`src/design/s5rp_pkg.sv`:
```
// Shared types and constants for the SOCKS5 request parser.
// No dependencies; used by s5rp_core and socks5_request_parser.
`default_nettype none

package s5rp_pkg;

   // Parser position within the request
   typedef enum logic [2:0] {
      PH_VERSION  = 3'd0,
      PH_COMMAND  = 3'd1,
      PH_RESERVED = 3'd2,
      PH_ATYP     = 3'd3,
      PH_ADDR     = 3'd4,
      PH_NAME_LEN = 3'd5,
      PH_PORT_HI  = 3'd6,
      PH_PORT_LO  = 3'd7
   } phase_type;

   typedef enum logic [1:0] {
      ST_MORE  = 2'd0,
      ST_DONE  = 2'd1,
      ST_ERROR = 2'd2
   } status_type;

   localparam logic [7:0] SOCKS_VERSION = 8'h05;
   localparam logic [7:0] RSV_BYTE      = 8'h00;
   localparam logic [7:0] CMD_FIRST     = 8'd1;
   localparam logic [7:0] CMD_LAST      = 8'd3;
   localparam logic [7:0] ADDR_IPV4     = 8'd1;
   localparam logic [7:0] ADDR_DOMAIN   = 8'd3;
   localparam logic [7:0] ADDR_IPV6     = 8'd4;
   localparam logic [8:0] IPV4_LEN      = 9'd4;
   localparam logic [8:0] IPV6_LEN      = 9'd16;

   typedef struct packed {
      logic [1:0]  status;
      logic        addr_valid;
      logic [7:0]  addr_byte;
      logic [7:0]  addr_index;
      logic [1:0]  command_code;
      logic [2:0]  addr_kind;
      logic [15:0] dest_port;
      logic [7:0]  name_length;
   } result_type;

endpackage

`default_nettype wire

```
`src/design/s5rp_core.sv`:
```
// Parser state registers and per-byte next-state / result logic.
// Depends on s5rp_pkg.
`default_nettype none

module s5rp_core (
   input  wire logic                   clock,
   input  wire logic                   reset,
   input  wire logic                   step,
   input  wire logic                   restart,
   input  wire logic [7:0]             data_byte,
   output s5rp_pkg::result_type        result
);

   s5rp_pkg::phase_type phase_ff, phase_in;
   logic [7:0]  count_ff, count_in;
   logic [2:0]  kind_ff, kind_in;
   logic [1:0]  cmd_ff, cmd_in;
   logic [7:0]  len_ff, len_in;
   logic [15:0] port_ff, port_in;
   logic        done_ff, done_in;
   logic        err_ff, err_in;
   logic        av;
   logic [7:0]  ai;
   logic [8:0]  target;
   logic [8:0]  count_next;

   always_ff @(posedge clock) begin
      if (reset) begin
         phase_ff <= s5rp_pkg::PH_VERSION;
         count_ff <= '0;
         kind_ff  <= '0;
         cmd_ff   <= '0;
         len_ff   <= '0;
         port_ff  <= '0;
         done_ff  <= 1'b0;
         err_ff   <= 1'b0;
      end else if (step) begin
         phase_ff <= phase_in;
         count_ff <= count_in;
         kind_ff  <= kind_in;
         cmd_ff   <= cmd_in;
         len_ff   <= len_in;
         port_ff  <= port_in;
         done_ff  <= done_in;
         err_ff   <= err_in;
      end
   end

   always_comb begin
      phase_in = phase_ff;
      count_in = count_ff;
      kind_in  = kind_ff;
      cmd_in   = cmd_ff;
      len_in   = len_ff;
      port_in  = port_ff;
      done_in  = done_ff;
      err_in   = err_ff;
      av       = 1'b0;
      ai       = '0;
      count_next = {1'b0, count_ff} + 9'd1;
      if (kind_ff == s5rp_pkg::ADDR_IPV4[2:0]) begin
         target = s5rp_pkg::IPV4_LEN;
      end else if (kind_ff == s5rp_pkg::ADDR_IPV6[2:0]) begin
         target = s5rp_pkg::IPV6_LEN;
      end else begin
         target = {1'b0, len_ff};
      end

      if (restart) begin
         phase_in = s5rp_pkg::PH_VERSION;
         count_in = '0;
         kind_in  = '0;
         cmd_in   = '0;
         len_in   = '0;
         port_in  = '0;
         done_in  = 1'b0;
         err_in   = 1'b0;
      end else if (!done_ff && !err_ff) begin
         unique case (phase_ff)
            s5rp_pkg::PH_VERSION: begin
               if (data_byte != s5rp_pkg::SOCKS_VERSION) err_in = 1'b1;
               else phase_in = s5rp_pkg::PH_COMMAND;
            end
            s5rp_pkg::PH_COMMAND: begin
               if (data_byte < s5rp_pkg::CMD_FIRST || data_byte > s5rp_pkg::CMD_LAST) begin
                  err_in = 1'b1;
               end else begin
                  cmd_in   = data_byte[1:0];
                  phase_in = s5rp_pkg::PH_RESERVED;
               end
            end
            s5rp_pkg::PH_RESERVED: begin
               if (data_byte != s5rp_pkg::RSV_BYTE) err_in = 1'b1;
               else phase_in = s5rp_pkg::PH_ATYP;
            end
            s5rp_pkg::PH_ATYP: begin
               if (data_byte == s5rp_pkg::ADDR_IPV4 || data_byte == s5rp_pkg::ADDR_IPV6) begin
                  kind_in  = data_byte[2:0];
                  count_in = '0;
                  phase_in = s5rp_pkg::PH_ADDR;
               end else if (data_byte == s5rp_pkg::ADDR_DOMAIN) begin
                  kind_in  = data_byte[2:0];
                  count_in = '0;
                  phase_in = s5rp_pkg::PH_NAME_LEN;
               end else begin
                  err_in = 1'b1;
               end
            end
            s5rp_pkg::PH_NAME_LEN: begin
               if (data_byte == 8'd0) begin
                  err_in = 1'b1;
               end else begin
                  len_in   = data_byte;
                  count_in = '0;
                  phase_in = s5rp_pkg::PH_ADDR;
               end
            end
            s5rp_pkg::PH_ADDR: begin
               av = 1'b1;
               ai = count_ff;
               if (count_next >= target) begin
                  count_in = '0;
                  phase_in = s5rp_pkg::PH_PORT_HI;
               end else begin
                  count_in = count_next[7:0];
               end
            end
            s5rp_pkg::PH_PORT_HI: begin
               port_in  = {data_byte, 8'd0};
               phase_in = s5rp_pkg::PH_PORT_LO;
            end
            s5rp_pkg::PH_PORT_LO: begin
               port_in = port_ff | {8'd0, data_byte};
               done_in = 1'b1;
            end
         endcase
      end

      if (err_in) result.status = s5rp_pkg::ST_ERROR;
      else if (done_in) result.status = s5rp_pkg::ST_DONE;
      else result.status = s5rp_pkg::ST_MORE;
      result.addr_valid   = av;
      result.addr_byte    = av ? data_byte : 8'd0;
      result.addr_index   = ai;
      result.command_code = cmd_in;
      result.addr_kind    = kind_in;
      result.dest_port    = (done_in && !err_in) ? port_in : 16'd0;
      result.name_length  = (kind_in == s5rp_pkg::ADDR_DOMAIN[2:0]) ? len_in : 8'd0;
   end

endmodule

`default_nettype wire

```
`src/design/socks5_request_parser.sv`:
```
// SOCKS5 request parser top level: input register, parser core, result register.
// Depends on s5rp_pkg and s5rp_core.
`default_nettype none

// Takes one request byte per item and returns one result item per byte.
// Each item is held in the input register and is parsed as it moves into
// the result register; a new item is taken every cycle while results are
// drained. req_stall rises only when both registers are full and rsp_stall
// is high. A restart item clears the parser; done and error stay set until
// one arrives.
module socks5_request_parser (
   input  wire logic        clock,
   input  wire logic        reset,
   input  wire logic        req_valid,
   output logic             req_stall,
   input  wire logic        req_restart,
   input  wire logic [7:0]  req_data_byte,
   output logic             rsp_valid,
   input  wire logic        rsp_stall,
   output logic [1:0]       rsp_status,
   output logic             rsp_addr_valid,
   output logic [7:0]       rsp_addr_byte,
   output logic [7:0]       rsp_addr_index,
   output logic [1:0]       rsp_command_code,
   output logic [2:0]       rsp_addr_kind,
   output logic [15:0]      rsp_dest_port,
   output logic [7:0]       rsp_name_length
);

   logic                  in_valid_ff, in_valid_in;
   logic                  in_restart_ff;
   logic [7:0]            in_byte_ff;
   logic                  out_valid_ff, out_valid_in;
   s5rp_pkg::result_type  out_ff;
   s5rp_pkg::result_type  result;
   logic                  accept;
   logic                  advance;

   assign advance   = in_valid_ff && (!out_valid_ff || !rsp_stall);
   assign req_stall = in_valid_ff && out_valid_ff && rsp_stall;
   assign accept    = req_valid && !req_stall;

   always_comb begin
      if (accept) in_valid_in = 1'b1;
      else if (advance) in_valid_in = 1'b0;
      else in_valid_in = in_valid_ff;

      if (advance) out_valid_in = 1'b1;
      else if (!rsp_stall) out_valid_in = 1'b0;
      else out_valid_in = out_valid_ff;
   end

   always_ff @(posedge clock) begin
      if (reset) begin
         in_valid_ff  <= 1'b0;
         out_valid_ff <= 1'b0;
      end else begin
         in_valid_ff  <= in_valid_in;
         out_valid_ff <= out_valid_in;
      end
   end

   always_ff @(posedge clock) begin
      if (accept) begin
         in_restart_ff <= req_restart;
         in_byte_ff    <= req_data_byte;
      end
      if (advance) begin
         out_ff <= result;
      end
   end

   s5rp_core u_core (
      .clock     (clock),
      .reset     (reset),
      .step      (advance),
      .restart   (in_restart_ff),
      .data_byte (in_byte_ff),
      .result    (result)
   );

   assign rsp_valid        = out_valid_ff;
   assign rsp_status       = out_ff.status;
   assign rsp_addr_valid   = out_ff.addr_valid;
   assign rsp_addr_byte    = out_ff.addr_byte;
   assign rsp_addr_index   = out_ff.addr_index;
   assign rsp_command_code = out_ff.command_code;
   assign rsp_addr_kind    = out_ff.addr_kind;
   assign rsp_dest_port    = out_ff.dest_port;
   assign rsp_name_length  = out_ff.name_length;

endmodule

`default_nettype wire
```
`config.mk`:
```
export PLATFORM = sky130hd
export DESIGN_NAME = socks5_request_parser
export DESIGN_NICKNAME = d
export VERILOG_FILES = /design/src/design/s5rp_pkg.sv /design/src/design/s5rp_core.sv /design/src/design/socks5_request_parser.sv
export SDC_FILE = /design/constraint.sdc
export NUM_CORES = 1
export LEC_CHECK = 0
export ABC_AREA = 1
export BUFFER_PORTS_ARGS = -buffer_cell sky130_fd_sc_hd__buf_2
export CAP_MARGIN = 20
export CORE_ASPECT_RATIO = 0.7
export CORE_MARGIN = 5
export CORE_UTILIZATION = 40
export DETAILED_ROUTE_END_ITERATION = 8
export GPL_TIMING_DRIVEN = 0
export PLACE_DENSITY = 0.58
export SKIP_CTS_REPAIR_TIMING = 1
export SYNTH_ARGS = -nofsm -noshare
export SYNTH_HDL_FRONTEND = slang
export SYNTH_HIERARCHICAL = 1
export SYNTH_SLANG_ARGS = --single-unit
```
`constraint.sdc`:
```
create_clock -name clock -period 4.9 [get_ports clock]
set_input_delay 0 -clock clock [delete_from_list [all_inputs] [get_ports clock]]
set_output_delay 0 -clock clock [all_outputs]
set_load 0.005 [all_outputs]
```
# Word level (Yosys, flattened, before mapping)
# Index checks and enable logic that the tools add are counted.
# word_totals
register_bits,101
# classes
eq_ne,21
muxes,55
n_reduce_logical,25
bitwise_logic,3
n_addsub,1
order_cmp,3
# ops
cell,count
$mux W8,11
$mux W3,14
$mux W16,2
$pmux W16 S2,1
$pmux W8 S3,1
$pmux W3 S7,1
$mux W1,19
$or A16 B8 Y16,1
$reduce_bool A8 Y1,2
$eq A3 B3 Y1 const B,5
$ne A3 B3 Y1 const B,4
$add A8 B1 Y9 const B,1
$eq A3 B2 Y1 const B,3
$ge A9 B9 Y1,1
$mux W9,1
$reduce_and A9 Y1,1
$eq A8 B1 Y1 const B,1
$eq A8 B2 Y1 const B,1
$eq A8 B3 Y1 const B,1
$gt A8 B2 Y1 const B,1
$logic_not A8 Y1,1
$lt A8 B1 Y1 const B,1
$mux W2,4
$ne A8 B3 Y1 const B,1
other kinds (14),29

# Logic depth before layout (Yosys ltp)
# Gate-level depths: netlist of the first run.
# depth
ltp_word,8
mapped_depth,18

# Modules after synthesis
# The synthesis of the first run kept the hierarchy.
# modules_own_cells
module,area_each_um2,cells_per_inst,n_inst
s5rp_core,2901.5,464,1
socks5_request_parser,1803.0,69,1

# Least setup slack after synthesis of the first run
# OpenSTA, ideal clock, no wires.
# synth_path
path_type,register to register
from,register in_valid_ff
to,register u_core.phase_ff[0]
t_arrival_ns,4.187
setup_slack_ns,0.600
path_stages_with_launch,10
required_ns,4.787
synth_period_minus_slack_ns,4.300
path_cell_list,dfxtp_1 inv_1 a21oi_1 inv_1 a21oi_1 nand3_1 a21oi_1 nand2_1 nor2_1 nor2_1
# synth_via
elab_chain_len,2
# synth_rtl
element,line,rtl
"start, declared",socks5_request_parser.sv:30,"logic in_valid_ff, in_valid_in;"
"start signal, assigned",socks5_request_parser.sv:58,in_valid_ff <= in_valid_in;
$logic_and A1 B1 Y1,socks5_request_parser.sv:39,assign advance = in_valid_ff && (!out_valid_ff || !rsp_stall);
named net advance,socks5_request_parser.sv:37,logic advance;
$reduce_and A9 Y1 (no source line),-,
"end signal, assigned",s5rp_core.sv:29,phase_ff <= s5rp_pkg::PH_VERSION;
"end signal, assigned",s5rp_core.sv:38,phase_ff <= phase_in;
"end, declared",s5rp_core.sv:14,"s5rp_pkg::phase_type phase_ff, phase_in;"
# The timed path passes the listed nets, and every way through them passes these cells.
# A chain may end at the register's enable or synchronous reset.

# Worst setup path in the final report of the first run
# layout_path
from,register u_core.count_ff[0]
to,register u_core.phase_ff[2]
# layout_via
elab_chain_len,4
# layout_rtl
element,line,rtl
"start, declared",s5rp_core.sv:15,"logic [7:0] count_ff, count_in;"
"start signal, assigned",s5rp_core.sv:39,count_ff <= count_in;
$add A8 B1 Y9,s5rp_core.sv:60,"count_next = {1'b0, count_ff} + 9'd1;"
$ge A9 B9 Y1,s5rp_core.sv:121,if (count_next >= target) begin
$ne A3 B2 Y1 (no source line),-,
$reduce_and A9 Y1 (no source line),-,
# No other way between the ends.

==> flow_summary.toml, run 1 <==
[status]
run_status = "complete, no violations"

[sta]
tightest_slew_ns = 0.832
max_freq_mhz = 388
timing.final.max_slew_violations = 0
finalWorstPathRequiredPeriod_ns = 2.58
timing.final.crit_share_pct = 52.6
setup_total_negative_slack_ns = 0
report.final.hold_viol_count = 0
grt_setup_unrepaired = "no"
setup_viol = 0
clock_skew_ns = 0.00901
max-slew-margin-rel_pct = 44.4

[setup_path]
start_kind = "flip-flop"
criticalPathCategory = "flip-flop to flip-flop"
cp.required_ns = 5.13
worstSetupEndpointType = "flip-flop"
ff2ff_path_depth = 16
worstPathArrival_ns = 2.80
path_max_fanout = 8

[floorplanning]
die_area_sq_mm = 0.0141
chipWidth_um = 140
vertical_extent_of_the_die_um = 101
top_level_ports = 63
core_ar_sq_mm = 0.0116
rows = 33
initial_core_util_pct = 40.5

[grt]
globalRouteTotalUtil_pct = 17.8
number_of_antenna_violations_at_the_first_check_in_global_routing = 0
met1_usage_pct = 27.3
grt_pass1_vias = 3743
global_route.usage.met2_pct = 25.2
first_pass_grt_wire_length_um = 19800
grt_use_met3_pct = 4.74
grt_most_used_layer = "met1"
grt.overflow.total = 0
grt_start_max_net_pins = 30

[yosys]
number_of_synthesized_flops_with_an_enable_pin = 57
synth.lib_cells_used.distinct = 37
netlist.area_leader.share_pct = 36.4
post_syn_area_per_cell_sq_um = 8.83
post_synth_instance_area_sq_mm = 0.00470
ys_async_sr_fraction_pct = 0
netlist_top_cells_count = "sky130_fd_sc_hd__nand2_1, sky130_fd_sc_hd__nor2_1, sky130_fd_sc_hd__o21ai_0"
postSynth.topFlopCell = "sky130_fd_sc_hd__edfxtp_1"
yosys_warnings = 6
yosysMostFrequentCell = "sky130_fd_sc_hd__nand2_1"
mappedNetlistNets = 555
postSynthRegisterBits = 101
sequential_fraction_of_the_synthesis_area_pct = 55.1
yosys-top-cells-area = "sky130_fd_sc_hd__edfxtp_1, sky130_fd_sc_hd__dfxtp_1, sky130_fd_sc_hd__o21ai_0"
synth_area_leader_cell = "sky130_fd_sc_hd__edfxtp_1"
cell_count_after_synthesis = 533

[finish]
final_layout_size_suffix_gt1_share_pct = 17.3
fillerInstances = 1104
count_of_nets_after_finishing = 641
areaGrowthSynthToFinish_pct = 20.1
finalCoreUtilization_pct = 48.7
final_non_filler_cell_total = 781
diode_count = 0

[power_and_ir_drop]
vdd.ir_drop.worst_mv = 0.198
power.density_cell_area_mw_per_mm2 = 330
power.leakage_nw = 2.31

[detailed_routing]
routed_wirelength_um = 12100
vias_per_cell = 5.13
route.detailed.wl_per_inst_um = 15.5
iteration_0_drc_count_of_the_detailed_router = 486
remaining_number_of_nets_flagged_by_the_antenna_check_after_routing = 0
dr_total_vias = 4006
drc = 0
detail_route.first_pass.iterations = 5

[clocking]
clockRootBuffer = "sky130_fd_sc_hd__clkbuf_16"
clk_path_buf_depth = 2
clkSinkCount = 101
cts-htree-levels = 3
tritoncts.num_buffers = 9
clkLatencyLatePin_ns = 0.34
clkTransAtPathRegs_ns = 0.07
cts_tree = "done"

[worst_hold_path]
worstHoldPathCells = 3
holdCritPathClass = "input port to flip-flop"

[placement]
gp_routability_congestion = 0.923
port_buffers = 62
place_hpwl_um = 8980
post_place_cells = 753

[job]
cap_viol_max_count = 0
[final timing paths]
kind / startpoint / to / slack (ns)
worst max-delay path: u_core/count_ff[0] / u_core/phase_ff[2] / 2.32
worst min-delay path: req_valid / in_byte_ff[0] / 0.29
worst max register to register: u_core/count_ff[0] / u_core/phase_ff[2] / 2.32
worst min register to register: u_core/count_ff[4] / u_core/count_ff[4] / 0.48
[power by group]
group          switching [W]  internal, W  total (W)
Clock               0.000294     0.000396   0.000690
Sequential         0.0000253     0.000935   0.000960
Combinational       0.000140    0.0000724   0.000212
Total               0.000459      0.00140    0.00186
[state kept, by name, summed over array words and instances, names as in the netlist, 2 cells and up]
name              cells
in_byte_ff            8
rsp_addr_byte         8
rsp_addr_index        8
rsp_addr_kind         3
rsp_command_code      2
rsp_dest_port        16
rsp_name_length       8
rsp_status            2
u_core/cmd_ff         2
u_core/count_ff       8
u_core/kind_ff        3
u_core/len_ff         8
u_core/phase_ff       3
u_core/port_ff       16
[layout by cell type, fill, tap and decap left out, drive strengths merged, types with 9 or more instances in the layout]
cell type	n
o21ai	69
edfxtp	57
nand4	12
dfxtp	44
dlygate4sd3	12
clkbuf	28
buf	67
nor2	80
a21oi	49
nand3	17
ha	9
nand2	86
inv	61
[per-layer routing]
layer / part of all wire (%) / up-vias
met1: 51 / 1888
met3: 6.7 / 9
li1: - / 1971
met4: 0.81 / 0
met2: 41 / 138
met5: 0 / -
[final cells by class]
cell class              count  area, sq um  share of cell area (%)
repair buffers             75          450                    7.98
flip-flops and latches    101         2590                    45.9
well taps                 157          196                    3.48
inverters                  61          229                    4.05
multi-input cells         351         1780                    31.6
clock inverters             4         48.8                   0.864
clock buffers              12          236                    4.19
plain buffers              20          111                    1.97
[kinds of logic (layout without fill, tap and decap cells)]
| family | Yosys count | count (layout) | share of synthesized area (%) |
|---|---|---|---|
| compound gates | 134 | 134 | 15.4 |
| xor+xnor | 3 | 3 | 0.559 |
| fa+ha+maj | 9 | 9 | 2.39 |
| buf+inv | 81 | 172 | 7.23 |
| flops | 101 | 101 | 55.1 |
| simple gates | 205 | 205 | 19.3 |
[critical path, cell delays in order (launching register included)]
cell and delay, ns:
sky130_fd_sc_hd__dfxtp_1 0.41, sky130_fd_sc_hd__ha_1 0.21, sky130_fd_sc_hd__nand3_1 0.16, sky130_fd_sc_hd__xor2_1 0.32, sky130_fd_sc_hd__ha_1 0.31, sky130_fd_sc_hd__nand2_1 0.07
sky130_fd_sc_hd__inv_1 0.03, sky130_fd_sc_hd__nand2_1 0.05, sky130_fd_sc_hd__nand2_1 0.04, sky130_fd_sc_hd__nand2_1 0.06, sky130_fd_sc_hd__nand2_1 0.05, sky130_fd_sc_hd__nand2_1 0.20
sky130_fd_sc_hd__nand2_1 0.14, sky130_fd_sc_hd__nand2_1 0.22, sky130_fd_sc_hd__nand2_1 0.08, sky130_fd_sc_hd__nand2_1 0.06, sky130_fd_sc_hd__nor2_1 0.05
[through the flow]
stage	hold slack [ns]	area, sq um	total power [W]	setup WS (ns)
after floorplan	0.0624	4700	0.00111	0.600
after global placement	0.180	5210	0.00118	-1.39
after detailed placement	0.178	5240	0.00118	2.31
after CTS	-0.175	5530	0.00187	2.30
after global routing	0.298	5650	0.00196	2.02
final	0.285	5650	0.00186	2.32
(Power assumes the default switching activity.)
==> inputs of run 2 (changes only) <==
--- a/config.mk
+++ b/config.mk
@@ -5,7 +5,7 @@
 export SDC_FILE = /design/constraint.sdc
 export NUM_CORES = 1
 export LEC_CHECK = 0
-export ABC_AREA = 1
+export ABC_AREA = 0
 export BUFFER_PORTS_ARGS = -buffer_cell sky130_fd_sc_hd__buf_2
 export CAP_MARGIN = 20
 export CORE_ASPECT_RATIO = 0.7
==> constraint.sdc (replaced) <==
create_clock -name clock -period 2.4 [get_ports clock]
set_input_delay 0 -clock clock [delete_from_list [all_inputs] [get_ports clock]]
set_output_delay 0 -clock clock [all_outputs]
set_load 0.005 [all_outputs]
==> flow_summary.toml, run 2 <==
[status]
run_status = "complete, but fails checks"
violations = "negative hold slack, negative setup slack"

[clocking]
clockRootBuffer = "sky130_fd_sc_hd__clkbuf_16"
clkSinkCount = 101
tritoncts.num_buffers = 9
clkLatencyLatePin_ns = 0.35
clkTransAtPathRegs_ns = 0.07
cts_tree = "done"
clk_path_buf_depth = 2
cts-htree-levels = 3

[setup_path]
worstSetupEndpointType = "flip-flop"
worstPathArrival_ns = 2.80
crit_path_cell_trace = "ha_4, and3_4, buf_6, nand3_4, xnor2_4, ha_4, a21oi_2, nand2_2, a21oi_4, nand2_4, or3b_1, a21oi_1"
cpPeakStageDelay_ns = 0.39
criticalPathCategory = "flip-flop to flip-flop"
start_kind = "flip-flop"
critical_path.top_delay_family = "simple AND/OR/NAND/NOR gates"
path_max_fanout = 7
critical-path-top-cell-by-count = "sky130_fd_sc_hd__ha_4"
crit_path_top_delay_cell = "sky130_fd_sc_hd__dfxtp_4"
critical_path_buf_inv_count = 1
cp.required_ns = 2.67

[floorplanning]
core_ar_sq_mm = 0.0117
die_area_sq_mm = 0.0143
rows = 33
top_level_ports = 63
chipWidth_um = 141
initial_core_util_pct = 40.8
vertical_extent_of_the_die_um = 102

[detailed_routing]
drc = 0
detail_route.first_pass.iterations = 5
routed_wirelength_um = 12200
dr_total_vias = 3870
route.detailed.wl_per_inst_um = 16.5
iteration_0_drc_count_of_the_detailed_router = 231
remaining_number_of_nets_flagged_by_the_antenna_check_after_routing = 0
vias_per_cell = 5.23

[yosys]
mappedNetlistNets = 487
post_syn_area_per_cell_sq_um = 10.3
yosysMostFrequentCell = "sky130_fd_sc_hd__nor2_1"
post_synth_instance_area_sq_mm = 0.00479
postSynthRegisterBits = 101
number_of_synthesized_flops_with_an_enable_pin = 57
cell_count_after_synthesis = 465
netlist.area_leader.share_pct = 35.8
postSynth.topFlopCell = "sky130_fd_sc_hd__edfxtp_1"
yosys_warnings = 6
ys_async_sr_fraction_pct = 0
netlist_top_cells_count = "sky130_fd_sc_hd__nor2_1, sky130_fd_sc_hd__edfxtp_1, sky130_fd_sc_hd__dfxtp_1"
sequential_fraction_of_the_synthesis_area_pct = 54.2
yosys-top-cells-area = "sky130_fd_sc_hd__edfxtp_1, sky130_fd_sc_hd__dfxtp_1, sky130_fd_sc_hd__nor2_1"
synth_area_leader_cell = "sky130_fd_sc_hd__edfxtp_1"
synth.lib_cells_used.distinct = 64

[finish]
fillerInstances = 1074
final_non_filler_cell_total = 740
finalCoreUtilization_pct = 53.7
final_layout_size_suffix_gt1_share_pct = 30.7
diode_count = 0
final_cell_mix = "sky130_fd_sc_hd__nor2_1, sky130_fd_sc_hd__buf_2, sky130_fd_sc_hd__edfxtp_1"
count_of_nets_after_finishing = 600
most_common_library_cell_in_the_layout_ignoring_fill_and_taps = "sky130_fd_sc_hd__nor2_1"
areaGrowthSynthToFinish_pct = 31.7

[grt]
grt.overflow.total = 0
grt_pass1_vias = 3439
number_of_antenna_violations_at_the_first_check_in_global_routing = 0
first_pass_grt_wire_length_um = 18500
globalRouteTotalUtil_pct = 16.6
grt_start_max_net_pins = 22

[placement]
gp_routability_congestion = 0.882
post_place_cells = 686
port_buffers = 62
place_hpwl_um = 8630

[sta]
report.final.hold_viol_count = 1
clock_skew_ns = 0.00915
max_freq_mhz = 396
finalWorstSetupSlack_ns = -0.128
timing.final.max_slew_violations = 0
max-slew-margin-rel_pct = 54.1
finalWorstPathRequiredPeriod_ns = 2.53
timing.final.crit_share_pct = 105
grt_setup_unrepaired = "yes"
hold_slack_ns = -0.0171
tightest_slew_ns = 0.684
setup_viol = 11

[power_and_ir_drop]
design_power_total_w = 0.00358
power.density_cell_area_mw_per_mm2 = 568
vdd.ir_drop.worst_mv = 0.342
power.leakage_nw = 2.34

[worst_hold_path]
holdCritPathClass = "input port to flip-flop"

[job]
cap_viol_max_count = 0
[run 2: cell types whose count changed after synthesis, moves of 10 or more]
cell	previous run	this run
sky130_fd_sc_hd__mux2i_1	0	10
sky130_fd_sc_hd__o21ai_0	67	7
sky130_fd_sc_hd__a22oi_1	0	19
sky130_fd_sc_hd__inv_1	55	8
sky130_fd_sc_hd__nand2_1	83	32
sky130_fd_sc_hd__and2_1	0	16
[run 2: power by group]
part,switching (W),internal [W]
registers,0.0000208,0.00187
clock network,0.000631,0.000815
logic,0.000142,0.000104
[run 2: cell type report]
class,count,area [sq um],share of cell area (%)
buffer,24,149,2.36
clock buffer,11,233,3.69
clock inverter,5,61.3,0.973
inverter,10,42.5,0.675
multi-input combinational,326,2250,35.6
sequential,101,2610,41.4
tap,157,196,3.12
timing repair buffer,106,762,12.1
[run 2: layer usage]
metal	track usage, %	wire [um]	part of all wire [%]	vias to the layer above
met5	0	0	0	-
met2	24.1	5250	43	114
li1	-	-	-	1900
met1	24.7	6190	51	1840
met3	3.92	637	5.2	16
met4	5.06	167	1.4	0
[run 2: kinds of logic after synthesis]
logic type	Yosys count	synth area share, %
simple gates	200	21.9
flops	101	54.2
xor+xnor	8	1.46
buf+inv	38	3.74
mux	10	2.09
fa+ha+maj	9	2.35
compound gates	99	14.3
[run 2: through the flow]
stage	worst slack, ns	area, sq um	setup TNS [ns]	hold WS, ns
floorplan	-0.0423	4830	-0.0845	0.0624
global route	-0.218	6300	-2.27	0.0206
detailed placement	-0.499	5390	-8.14	0.178
global placement	-0.812	5340	-28.81	0.176
finish	-0.128	6300	-0.453	-0.0171
CTS	-0.508	5680	-8.80	-0.187
[run 2: worst paths after layout]
check                                          end          startpoint  slack [ns]  cells past startpoint
worst min register to register   u_core/port_ff[7]   u_core/port_ff[7]        0.47                      2
worst min-delay path                     rsp_valid           rsp_stall       -0.02                      3
worst max register to register  u_core/count_ff[3]  u_core/count_ff[0]       -0.13                     12
worst max-delay path            u_core/count_ff[3]  u_core/count_ff[0]       -0.13                     12
[run 2: worst min-delay path, stage by stage]
cell	delay, ns
sky130_fd_sc_hd__buf_2	0.13
sky130_fd_sc_hd__a21oi_1	0.07
sky130_fd_sc_hd__nor2_1	0.08
